--- config.mk ---
export PLATFORM = sky130hd
export DESIGN_NAME = dda_line_rasterizer
export DESIGN_NICKNAME = d
export VERILOG_FILES = /design/src/hdl/dda_pkg.sv /design/src/hdl/dda_ctrl.sv /design/src/hdl/dda_dp.sv /design/src/hdl/dda_line_rasterizer.sv
export SDC_FILE = /design/constraint.sdc
export NUM_CORES = 1
export LEC_CHECK = 0
export BUFFER_PORTS_ARGS = -buffer_cell sky130_fd_sc_hd__buf_4
export CAP_MARGIN = 25
export CORE_MARGIN = 5
export CORE_UTILIZATION = 58
export DETAILED_ROUTE_END_ITERATION = 10
export PLACE_DENSITY = 0.86
export SLEW_MARGIN = 15
export SYNTH_ARGS = -nofsm -noshare
export SYNTH_HDL_FRONTEND = slang
export SYNTH_SLANG_ARGS = --single-unit
--- constraint.sdc ---
create_clock -name clk -period 5.15 [get_ports clk]
set_input_delay 1.03 -clock clk [delete_from_list [all_inputs] [get_ports clk]]
set_output_delay 1.03 -clock clk [all_outputs]
set_load 0.1 [all_outputs]
--- src/hdl/dda_pkg.sv ---
package dda_pkg;

	// Coordinate and fixed-point formats
	localparam int COORD_BITS = 12;
	localparam int FRAC_BITS  = 16;
	localparam int ACC_W      = COORD_BITS + FRAC_BITS;
	localparam int INC_W      = FRAC_BITS + 2;
	localparam int QUO_W      = FRAC_BITS + 1;
	localparam int CNT_W      = $clog2(FRAC_BITS + 1);

	// Input action codes
	localparam logic ACT_START = 1'b0;
	localparam logic ACT_STEP  = 1'b1;

	// Commands from the controller to the datapath
	typedef struct packed {
		logic start;     // start item transferred
		logic step;      // step item transferred
		logic div_step;  // run one quotient bit
		logic div_first; // first quotient bit, no remainder shift
		logic finish;    // sign the quotients, emit the first pixel
		logic emit;      // load the output register
	} dp_cmd_t;

endpackage

--- src/hdl/dda_ctrl.sv ---
module dda_ctrl (
	input  logic              clk,
	input  logic              arst_n,
	input  logic              in_valid,
	output logic              in_ready,
	input  logic              action,
	output logic              out_valid,
	input  logic              out_ready,
	input  logic              steps_zero,
	output dda_pkg::dp_cmd_t  cmd
);
	import dda_pkg::*;

	localparam logic [1:0] ST_IDLE = 2'd0;
	localparam logic [1:0] ST_DIV  = 2'd1;
	localparam logic [1:0] ST_FIN  = 2'd2;

	logic [1:0]       state_q;
	logic [CNT_W-1:0] cnt_q;
	logic             out_valid_q;
	logic             xfer;
	logic             start_xfer;
	logic             step_xfer;

	// Take an item only in idle with the output slot free or draining
	assign in_ready   = (state_q == ST_IDLE) && (!out_valid_q || out_ready);
	assign xfer       = in_valid && in_ready;
	assign start_xfer = xfer && (action == ACT_START);
	assign step_xfer  = xfer && (action == ACT_STEP);
	assign out_valid  = out_valid_q;

	always_comb begin
		cmd           = '0;
		cmd.start     = start_xfer;
		cmd.step      = step_xfer;
		cmd.div_step  = (state_q == ST_DIV);
		cmd.div_first = (state_q == ST_DIV) && (cnt_q == '0);
		cmd.finish    = (state_q == ST_FIN);
		cmd.emit      = (start_xfer && steps_zero) || step_xfer || (state_q == ST_FIN);
	end

	// Sequence: idle, one quotient bit per cycle, then finish
	always_ff @(posedge clk or negedge arst_n) begin
		if (!arst_n) begin
			state_q <= ST_IDLE;
			cnt_q   <= '0;
		end else begin
			case (state_q)
				ST_IDLE: begin
					if (start_xfer && !steps_zero) begin
						state_q <= ST_DIV;
						cnt_q   <= '0;
					end
				end
				ST_DIV: begin
					if (cnt_q == CNT_W'(FRAC_BITS)) begin
						state_q <= ST_FIN;
					end
					cnt_q <= cnt_q + 1'b1;
				end
				ST_FIN: begin
					state_q <= ST_IDLE;
				end
				default: begin
					state_q <= ST_IDLE;
				end
			endcase
		end
	end

	// Hold the result until the transfer
	always_ff @(posedge clk or negedge arst_n) begin
		if (!arst_n) begin
			out_valid_q <= 1'b0;
		end else if (cmd.emit) begin
			out_valid_q <= 1'b1;
		end else if (out_ready) begin
			out_valid_q <= 1'b0;
		end
	end

endmodule

--- src/hdl/dda_dp.sv ---
module dda_dp (
	input  logic                                clk,
	input  logic                                arst_n,
	input  dda_pkg::dp_cmd_t                    cmd,
	input  logic [dda_pkg::COORD_BITS-1:0]      x_start,
	input  logic [dda_pkg::COORD_BITS-1:0]      y_start,
	input  logic [dda_pkg::COORD_BITS-1:0]      x_end,
	input  logic [dda_pkg::COORD_BITS-1:0]      y_end,
	output logic                                steps_zero,
	output logic [dda_pkg::COORD_BITS-1:0]      pixel_x,
	output logic [dda_pkg::COORD_BITS-1:0]      pixel_y,
	output logic                                active,
	output logic                                last
);
	import dda_pkg::*;

	localparam logic [ACC_W:0] RND_HALF = (ACC_W + 1)'(1) << (FRAC_BITS - 1);

	logic [COORD_BITS:0]   dx, dy;
	logic [COORD_BITS-1:0] ax, ay, steps;

	logic [COORD_BITS-1:0] steps_q;
	logic [COORD_BITS-1:0] rem_x_q, rem_y_q;
	logic [QUO_W-1:0]      quo_x_q, quo_y_q;
	logic                  neg_x_q, neg_y_q;
	logic [ACC_W-1:0]      acc_x_q, acc_y_q;
	logic [INC_W-1:0]      inc_x_q, inc_y_q;
	logic [COORD_BITS-1:0] left_q;
	logic                  busy_q;

	logic [COORD_BITS:0]   tx, ty, nrx, nry;
	logic                  bx, by;
	logic [INC_W-1:0]      inc_x_new, inc_y_new;
	logic [ACC_W-1:0]      add_x, add_y, acc_x_nx, acc_y_nx;
	logic [ACC_W:0]        rnd_x, rnd_y;
	logic                  is_last;

	// Deltas, magnitudes and step count straight from the start item
	assign dx    = {x_end[COORD_BITS-1], x_end} - {x_start[COORD_BITS-1], x_start};
	assign dy    = {y_end[COORD_BITS-1], y_end} - {y_start[COORD_BITS-1], y_start};
	assign ax    = dx[COORD_BITS] ? COORD_BITS'(~dx + 1'b1) : dx[COORD_BITS-1:0];
	assign ay    = dy[COORD_BITS] ? COORD_BITS'(~dy + 1'b1) : dy[COORD_BITS-1:0];
	assign steps = (ax >= ay) ? ax : ay;
	assign steps_zero = (steps == '0);

	// Restoring divide, one quotient bit per cycle for both axes
	assign tx  = cmd.div_first ? {1'b0, rem_x_q} : {rem_x_q, 1'b0};
	assign ty  = cmd.div_first ? {1'b0, rem_y_q} : {rem_y_q, 1'b0};
	assign bx  = (tx >= {1'b0, steps_q});
	assign by  = (ty >= {1'b0, steps_q});
	assign nrx = bx ? tx - {1'b0, steps_q} : tx;
	assign nry = by ? ty - {1'b0, steps_q} : ty;

	// Apply the sign to the truncated quotient magnitude
	assign inc_x_new = neg_x_q ? INC_W'(~{1'b0, quo_x_q} + 1'b1) : {1'b0, quo_x_q};
	assign inc_y_new = neg_y_q ? INC_W'(~{1'b0, quo_y_q} + 1'b1) : {1'b0, quo_y_q};

	// Advance the accumulators on a step, hold them otherwise
	assign add_x    = cmd.step ? {{(ACC_W-INC_W){inc_x_q[INC_W-1]}}, inc_x_q} : '0;
	assign add_y    = cmd.step ? {{(ACC_W-INC_W){inc_y_q[INC_W-1]}}, inc_y_q} : '0;
	assign acc_x_nx = acc_x_q + add_x;
	assign acc_y_nx = acc_y_q + add_y;

	// Round half away from zero: add a half, less one when negative, then floor
	assign rnd_x = {acc_x_nx[ACC_W-1], acc_x_nx} + RND_HALF
		- {{ACC_W{1'b0}}, acc_x_nx[ACC_W-1]};
	assign rnd_y = {acc_y_nx[ACC_W-1], acc_y_nx} + RND_HALF
		- {{ACC_W{1'b0}}, acc_y_nx[ACC_W-1]};

	assign is_last = (left_q == COORD_BITS'(1));

	// Line state: load on start, divide, then advance per step
	always_ff @(posedge clk or negedge arst_n) begin
		if (!arst_n) begin
			steps_q <= '0;
			rem_x_q <= '0;
			rem_y_q <= '0;
			quo_x_q <= '0;
			quo_y_q <= '0;
			neg_x_q <= 1'b0;
			neg_y_q <= 1'b0;
			acc_x_q <= '0;
			acc_y_q <= '0;
			inc_x_q <= '0;
			inc_y_q <= '0;
			left_q  <= '0;
			busy_q  <= 1'b0;
		end else begin
			if (cmd.start) begin
				steps_q <= steps;
				rem_x_q <= ax;
				rem_y_q <= ay;
				quo_x_q <= '0;
				quo_y_q <= '0;
				neg_x_q <= dx[COORD_BITS];
				neg_y_q <= dy[COORD_BITS];
				acc_x_q <= {x_start, {FRAC_BITS{1'b0}}};
				acc_y_q <= {y_start, {FRAC_BITS{1'b0}}};
				inc_x_q <= '0;
				inc_y_q <= '0;
				left_q  <= steps;
				busy_q  <= !steps_zero;
			end
			if (cmd.div_step) begin
				rem_x_q <= nrx[COORD_BITS-1:0];
				rem_y_q <= nry[COORD_BITS-1:0];
				quo_x_q <= {quo_x_q[QUO_W-2:0], bx};
				quo_y_q <= {quo_y_q[QUO_W-2:0], by};
			end
			if (cmd.finish) begin
				inc_x_q <= inc_x_new;
				inc_y_q <= inc_y_new;
			end
			if (cmd.step && busy_q) begin
				acc_x_q <= acc_x_nx;
				acc_y_q <= acc_y_nx;
				left_q  <= left_q - 1'b1;
				busy_q  <= !is_last;
			end
		end
	end

	// Output register
	always_ff @(posedge clk or negedge arst_n) begin
		if (!arst_n) begin
			pixel_x <= '0;
			pixel_y <= '0;
			active  <= 1'b0;
			last    <= 1'b0;
		end else if (cmd.emit) begin
			if (cmd.start) begin
				pixel_x <= x_start;
				pixel_y <= y_start;
				active  <= 1'b1;
				last    <= 1'b1;
			end else if (cmd.step && !busy_q) begin
				pixel_x <= '0;
				pixel_y <= '0;
				active  <= 1'b0;
				last    <= 1'b0;
			end else begin
				pixel_x <= rnd_x[FRAC_BITS +: COORD_BITS];
				pixel_y <= rnd_y[FRAC_BITS +: COORD_BITS];
				active  <= 1'b1;
				last    <= cmd.step && is_last;
			end
		end
	end

endmodule

--- src/hdl/dda_line_rasterizer.sv ---
// Channel  | handshake               | payload
// ---------+-------------------------+-------------------------------------------
// in       | in_valid / in_ready     | action, x_start, y_start, x_end, y_end
// out      | out_valid / out_ready   | pixel_x, pixel_y, active, last
//
// Steps stream at one per cycle while the output is not stalled.
// A zero-length start needs no divide; any other start holds in_ready low after
// its transfer through the divide and finish states, while the restoring divider
// yields one increment bit per cycle for both axes at once.
// Results appear in the output register the cycle after the work ends.
// A stalled output holds; new items are taken once the output drains.
// Reset clears the line state; after it no line is active.
module dda_line_rasterizer (
	input  logic                           clk,
	input  logic                           arst_n,
	input  logic                           in_valid,
	output logic                           in_ready,
	input  logic                           action,
	input  logic [dda_pkg::COORD_BITS-1:0] x_start,
	input  logic [dda_pkg::COORD_BITS-1:0] y_start,
	input  logic [dda_pkg::COORD_BITS-1:0] x_end,
	input  logic [dda_pkg::COORD_BITS-1:0] y_end,
	output logic                           out_valid,
	input  logic                           out_ready,
	output logic [dda_pkg::COORD_BITS-1:0] pixel_x,
	output logic [dda_pkg::COORD_BITS-1:0] pixel_y,
	output logic                           active,
	output logic                           last
);
	import dda_pkg::*;

	dp_cmd_t cmd;
	logic    steps_zero;

	dda_ctrl u_ctrl (
		.clk        (clk),
		.arst_n     (arst_n),
		.in_valid   (in_valid),
		.in_ready   (in_ready),
		.action     (action),
		.out_valid  (out_valid),
		.out_ready  (out_ready),
		.steps_zero (steps_zero),
		.cmd        (cmd)
	);

	dda_dp u_dp (
		.clk        (clk),
		.arst_n     (arst_n),
		.cmd        (cmd),
		.x_start    (x_start),
		.y_start    (y_start),
		.x_end      (x_end),
		.y_end      (y_end),
		.steps_zero (steps_zero),
		.pixel_x    (pixel_x),
		.pixel_y    (pixel_y),
		.active     (active),
		.last       (last)
	);

endmodule

==> metrics.md <==
| Metric | Value |
|---|---|
| Result of the run | `finished, violations left` |
| Violations in the final reports | `setup timing` |
| Fin area | `26300 um^2` |
| Synthesized flop and latch total | `211` |
| Final worst path period need | `5860 ps` |
| Horizontal die dimension | `190 um` |
| Max transition margin | `0.303` |
| CP Data Arrival Time | `6330 ps` |
| Depth of the CTS H-tree | `1` |
| F_max | `171 MHz` |
| Setup Skew | `15.9 ps` |
| Total core area | `32400 um^2` |
| Crit path required time | `5620 ps` |
| Clock Tree Buf Depth | `3` |
| Maximum VDD drop | `0.512 mV` |
| Area post-placement | `23400 um^2` |
| Main combinational cell family by area after synthesis | `compound AO/OA/AOI/OAI gates` |
| Pwr/cell area | `636 nW/um^2` |
| Initial detailed-routing violation count | `3114` |
| Category of the most critical setup path | `flip-flop to flip-flop` |
| Number of inserted filler cells in the final layout | `1728` |
| Hold/Removal Path Class | `primary input to asynchronous set/reset pin` |
| Clock transition time at the flip-flop clock pins of the worst setup and hold paths | `70 ps` |
| Area of the die | `36300 um^2` |
| Quantity of I/O buffers inserted on ports | `80` |
| Post-route ant nets | `0` |
| Post-Synthesis Mean Instance Area | `8.32 um^2` |
| Critical path launch point type | `flip-flop` |
| Number of instances in the synthesized netlist | `2270` |
| Sequential fraction of the synthesis area | `0.280` |
| LEAKAGE | `12.8 nW` |
| Antenna diodes | `0` |
| Starting density of the core | `0.583` |
| Max Transition Viols Final | `0` |
| Clock Sink Count | `211` |
| Via-to-Cell Ratio | `6.74` |
| Number of detailed-route iterations in the first pass | `9` |
| Post-place setup slack | `-1060 ps` |
| Tightest Pin Transition | `1040 ps` |
| Minimum setup slack in the final design | `-713 ps` |
| Count of flip-flops with a built-in enable after synthesis | `0` |
| Commonest register cell after synthesis | `sky130_fd_sc_hd__dfrtp_1` |
| Vias in the first global route | `21296` |
| TritonCTS clock tree | `done` |
| Tot GR Track Use | `0.353` |
| Critical-path maximum fanout | `13` |
| Die extent in y | `190 um` |
| Drt wl/cell | `22.9 um` |
| Later-pin clock latency in the skew report | `550 ps` |
| Cell accounting for the most synthesized area | `sky130_fd_sc_hd__dfrtp_1` |
| Area Growth Syn to Fin | `39.2%` |
| Nets | `3034` |
| First-pass GRT wire length | `106 mm` |
| Portion of netlist area occupied by mux cells | `0.0485` |
| Xor/xnor cell area share of the yosys netlist | `0.0637` |
| Worst reg-to-reg setup slack | `-710 ps` |
| Post-Synthesis Cell Area | `18900 um^2` |
| Number of buffers created by CTS | `25` |
| Post-synthesis compound-gate area fraction | `0.226` |
| Area share of the leading cell type in the synthesized netlist | `0.280` |
| Top-count cell post-synth | `sky130_fd_sc_hd__nand2_1` |
| Remaining global-route overflow | `0` |
| Setup Total Neg Slack | `-16730 ps` |
| Max-capacitance violation count | `0` |
| Sum of routed wire length over all layers | `74.8 mm` |
| Number of library cell types mapped by synthesis | `117` |
| Basic-gate share of the synthesized area counting and, or, nand and nor cells | `0.206` |
| Final total power | `16.7 mW` |
| Top cell types by occurrence after synthesis | `sky130_fd_sc_hd__nand2_1, sky130_fd_sc_hd__dfrtp_1, sky130_fd_sc_hd__o21ai_0, sky130_fd_sc_hd__ha_1, sky130_fd_sc_hd__inv_1` |
| Fraction of the mapped netlist area in adder cells | `0.120` |
| Async set or reset register ratio after synthesis | `1.00` |
| Endpoint type of the worst setup path | `flip-flop` |
| Final GP Congestion | `0.977` |
| FP Rows | `66` |
| Number of setup violations in the final report | `34` |
| Clock root buffer | `sky130_fd_sc_hd__clkbuf_16` |
| Final-report hold violation count | `0` |
| Io pins | `81` |
| Fraction of layout instances using a drive strength above 1 | `0.346` |
| Period utilisation layout | `1.14` |
| Via Count | `21973` |
| Warnings, synthesis | `0` |
| DRC violations left | `0` |
| Number of antenna violations at the first check in global routing | `1` |
| RSZ-0062 raised after global routing | `yes` |
| Cell types with the largest area share after synthesis | `sky130_fd_sc_hd__dfrtp_1, sky130_fd_sc_hd__ha_1, sky130_fd_sc_hd__o21ai_0` |
| Post-detail-place hpwl | `44.4 mm` |
| Pin count of the biggest net entering global routing | `110` |
| Syn Nets | `2501` |
==> power breakdown <==
part           internal (mW)  switching, mW  leakage, nW
Sequential              2.36          0.719         2.69
Combinational           5.07           6.54         9.65
Clock                   1.22          0.809        0.435
Total                   8.65           8.07         12.8
==> layout make-up <==
cell class | count | area (um^2) | area share
tap | 442 | 553 | 0.0210
timing repair buffer | 598 | 4680 | 0.178
inverter | 159 | 624 | 0.0237
clock buffer | 30 | 664 | 0.0253
clock inverter | 13 | 229 | 0.00871
multi-input combinational | 1808 | 14300 | 0.542
sequential | 211 | 5280 | 0.201
==> layer usage <==
metal  vias up  GRT usage  share of wire
met5         -          0              0
met4         0      0.216          0.092
met3       653     0.0573           0.10
met2      1684      0.604           0.46
met1     10351      0.415           0.35
li1       9285          -              -
==> what timing repair did <==
action                                  CTS  global route
endpoints found under the setup margin   34            38
pin swaps                               109           116
gates resized for setup                 150           144
hold buffers                              0             0
cloned                                    2             1
setup buffers                            46            32
==> cells in the final DEF, fill, tap and decap left out, types with 24 or more instances in the layout <==
cell type / netlist / final
sky130_fd_sc_hd__buf_6: 7 / 24
sky130_fd_sc_hd__nand3_1: 143 / 139
sky130_fd_sc_hd__xor2_1: 56 / 54
sky130_fd_sc_hd__ha_1: 172 / 135
sky130_fd_sc_hd__a21o_1: 45 / 45
sky130_fd_sc_hd__nor2_1: 116 / 110
sky130_fd_sc_hd__a21oi_1: 133 / 101
sky130_fd_sc_hd__nor3_1: 36 / 29
sky130_fd_sc_hd__a21oi_2: 1 / 29
sky130_fd_sc_hd__mux2i_1: 33 / 33
sky130_fd_sc_hd__or3_1: 30 / 29
sky130_fd_sc_hd__clkbuf_16: 0 / 26
sky130_fd_sc_hd__buf_4: 3 / 564
sky130_fd_sc_hd__xnor2_1: 73 / 57
sky130_fd_sc_hd__inv_1: 159 / 144
sky130_fd_sc_hd__nand2_1: 225 / 214
sky130_fd_sc_hd__o21ai_0: 205 / 174
sky130_fd_sc_hd__o211ai_1: 24 / 24
sky130_fd_sc_hd__ha_4: 0 / 35
sky130_fd_sc_hd__mux2_2: 30 / 24
sky130_fd_sc_hd__dfrtp_1: 211 / 211
sky130_fd_sc_hd__and2_1: 52 / 36
==> state kept, by name, indices dropped and copies added, names as in the netlist, 2 cells and up <==
signal          flops
u_ctrl.state_q      2
u_dp.pixel_x       12
u_dp.left_q        12
u_dp.inc_x_q       18
u_dp.inc_y_q       18
u_dp.quo_y_q       17
u_dp.pixel_y       12
u_dp.steps_q       12
u_ctrl.cnt_q        5
u_dp.rem_y_q       12
u_dp.acc_y_q       28
u_dp.rem_x_q       12
u_dp.acc_x_q       28
u_dp.quo_x_q       17
==> cells by family (layout without fill, tap and decap cells) <==
kind of cell	after synthesis	after routing
buffers and inverters	251	800
AOI/OAI and AO/OA	648	648
muxes	79	79
DFF	211	211
adders and majority gates	178	178
xor gates and xnor gates	133	133
and+or+nand+nor	770	770
==> final timing paths <==
path,from,end,depth (start not counted)
max in group asynchronous,arst_n,u_dp.rem_y_q[11],2
max,u_ctrl.state_q[0],u_dp.pixel_x[8],22
min,arst_n,u_dp.acc_x_q[8],1
min reg2reg,u_dp.steps_q[9],u_dp.steps_q[9],2
min in group clk,u_dp.steps_q[9],u_dp.steps_q[9],2
max reg2reg,u_ctrl.state_q[0],u_dp.pixel_x[8],22
==> worst max-delay path, stage by stage (launching register included) <==
cell and delay (ps):
sky130_fd_sc_hd__dfrtp_1 400, sky130_fd_sc_hd__nor2_2 240, sky130_fd_sc_hd__nor4b_4 270, sky130_fd_sc_hd__buf_4 170
sky130_fd_sc_hd__buf_2 130, sky130_fd_sc_hd__buf_4 110, sky130_fd_sc_hd__buf_4 180, sky130_fd_sc_hd__and2_1 270
sky130_fd_sc_hd__buf_4 200, sky130_fd_sc_hd__ha_1 300, sky130_fd_sc_hd__a21oi_1 270, sky130_fd_sc_hd__o221ai_1 170
sky130_fd_sc_hd__a211oi_1 380, sky130_fd_sc_hd__o21a_1 280, sky130_fd_sc_hd__nor4bb_1 480, sky130_fd_sc_hd__buf_4 280
sky130_fd_sc_hd__nor4_4 80, sky130_fd_sc_hd__buf_4 150, sky130_fd_sc_hd__o211ai_1 270, sky130_fd_sc_hd__a21oi_2 120
sky130_fd_sc_hd__o21ai_1 450, sky130_fd_sc_hd__or3b_4 440, sky130_fd_sc_hd__nand4b_1 130
==> per-stage QoR <==
| step | cells | utilization | hold slack, ps |
|---|---|---|---|
| floorplan | 2270 | - | 450 |
| finish | 3261 | 0.812 | 498 |
| CTS | 3235 | 0.785 | 496 |
| detailed placement | 3145 | 0.724 | 483 |
| global route | 3261 | 0.812 | 509 |
| global placement | 3145 | 0.724 | 461 |
No activity file was read; power rests on OpenSTA's default activity.
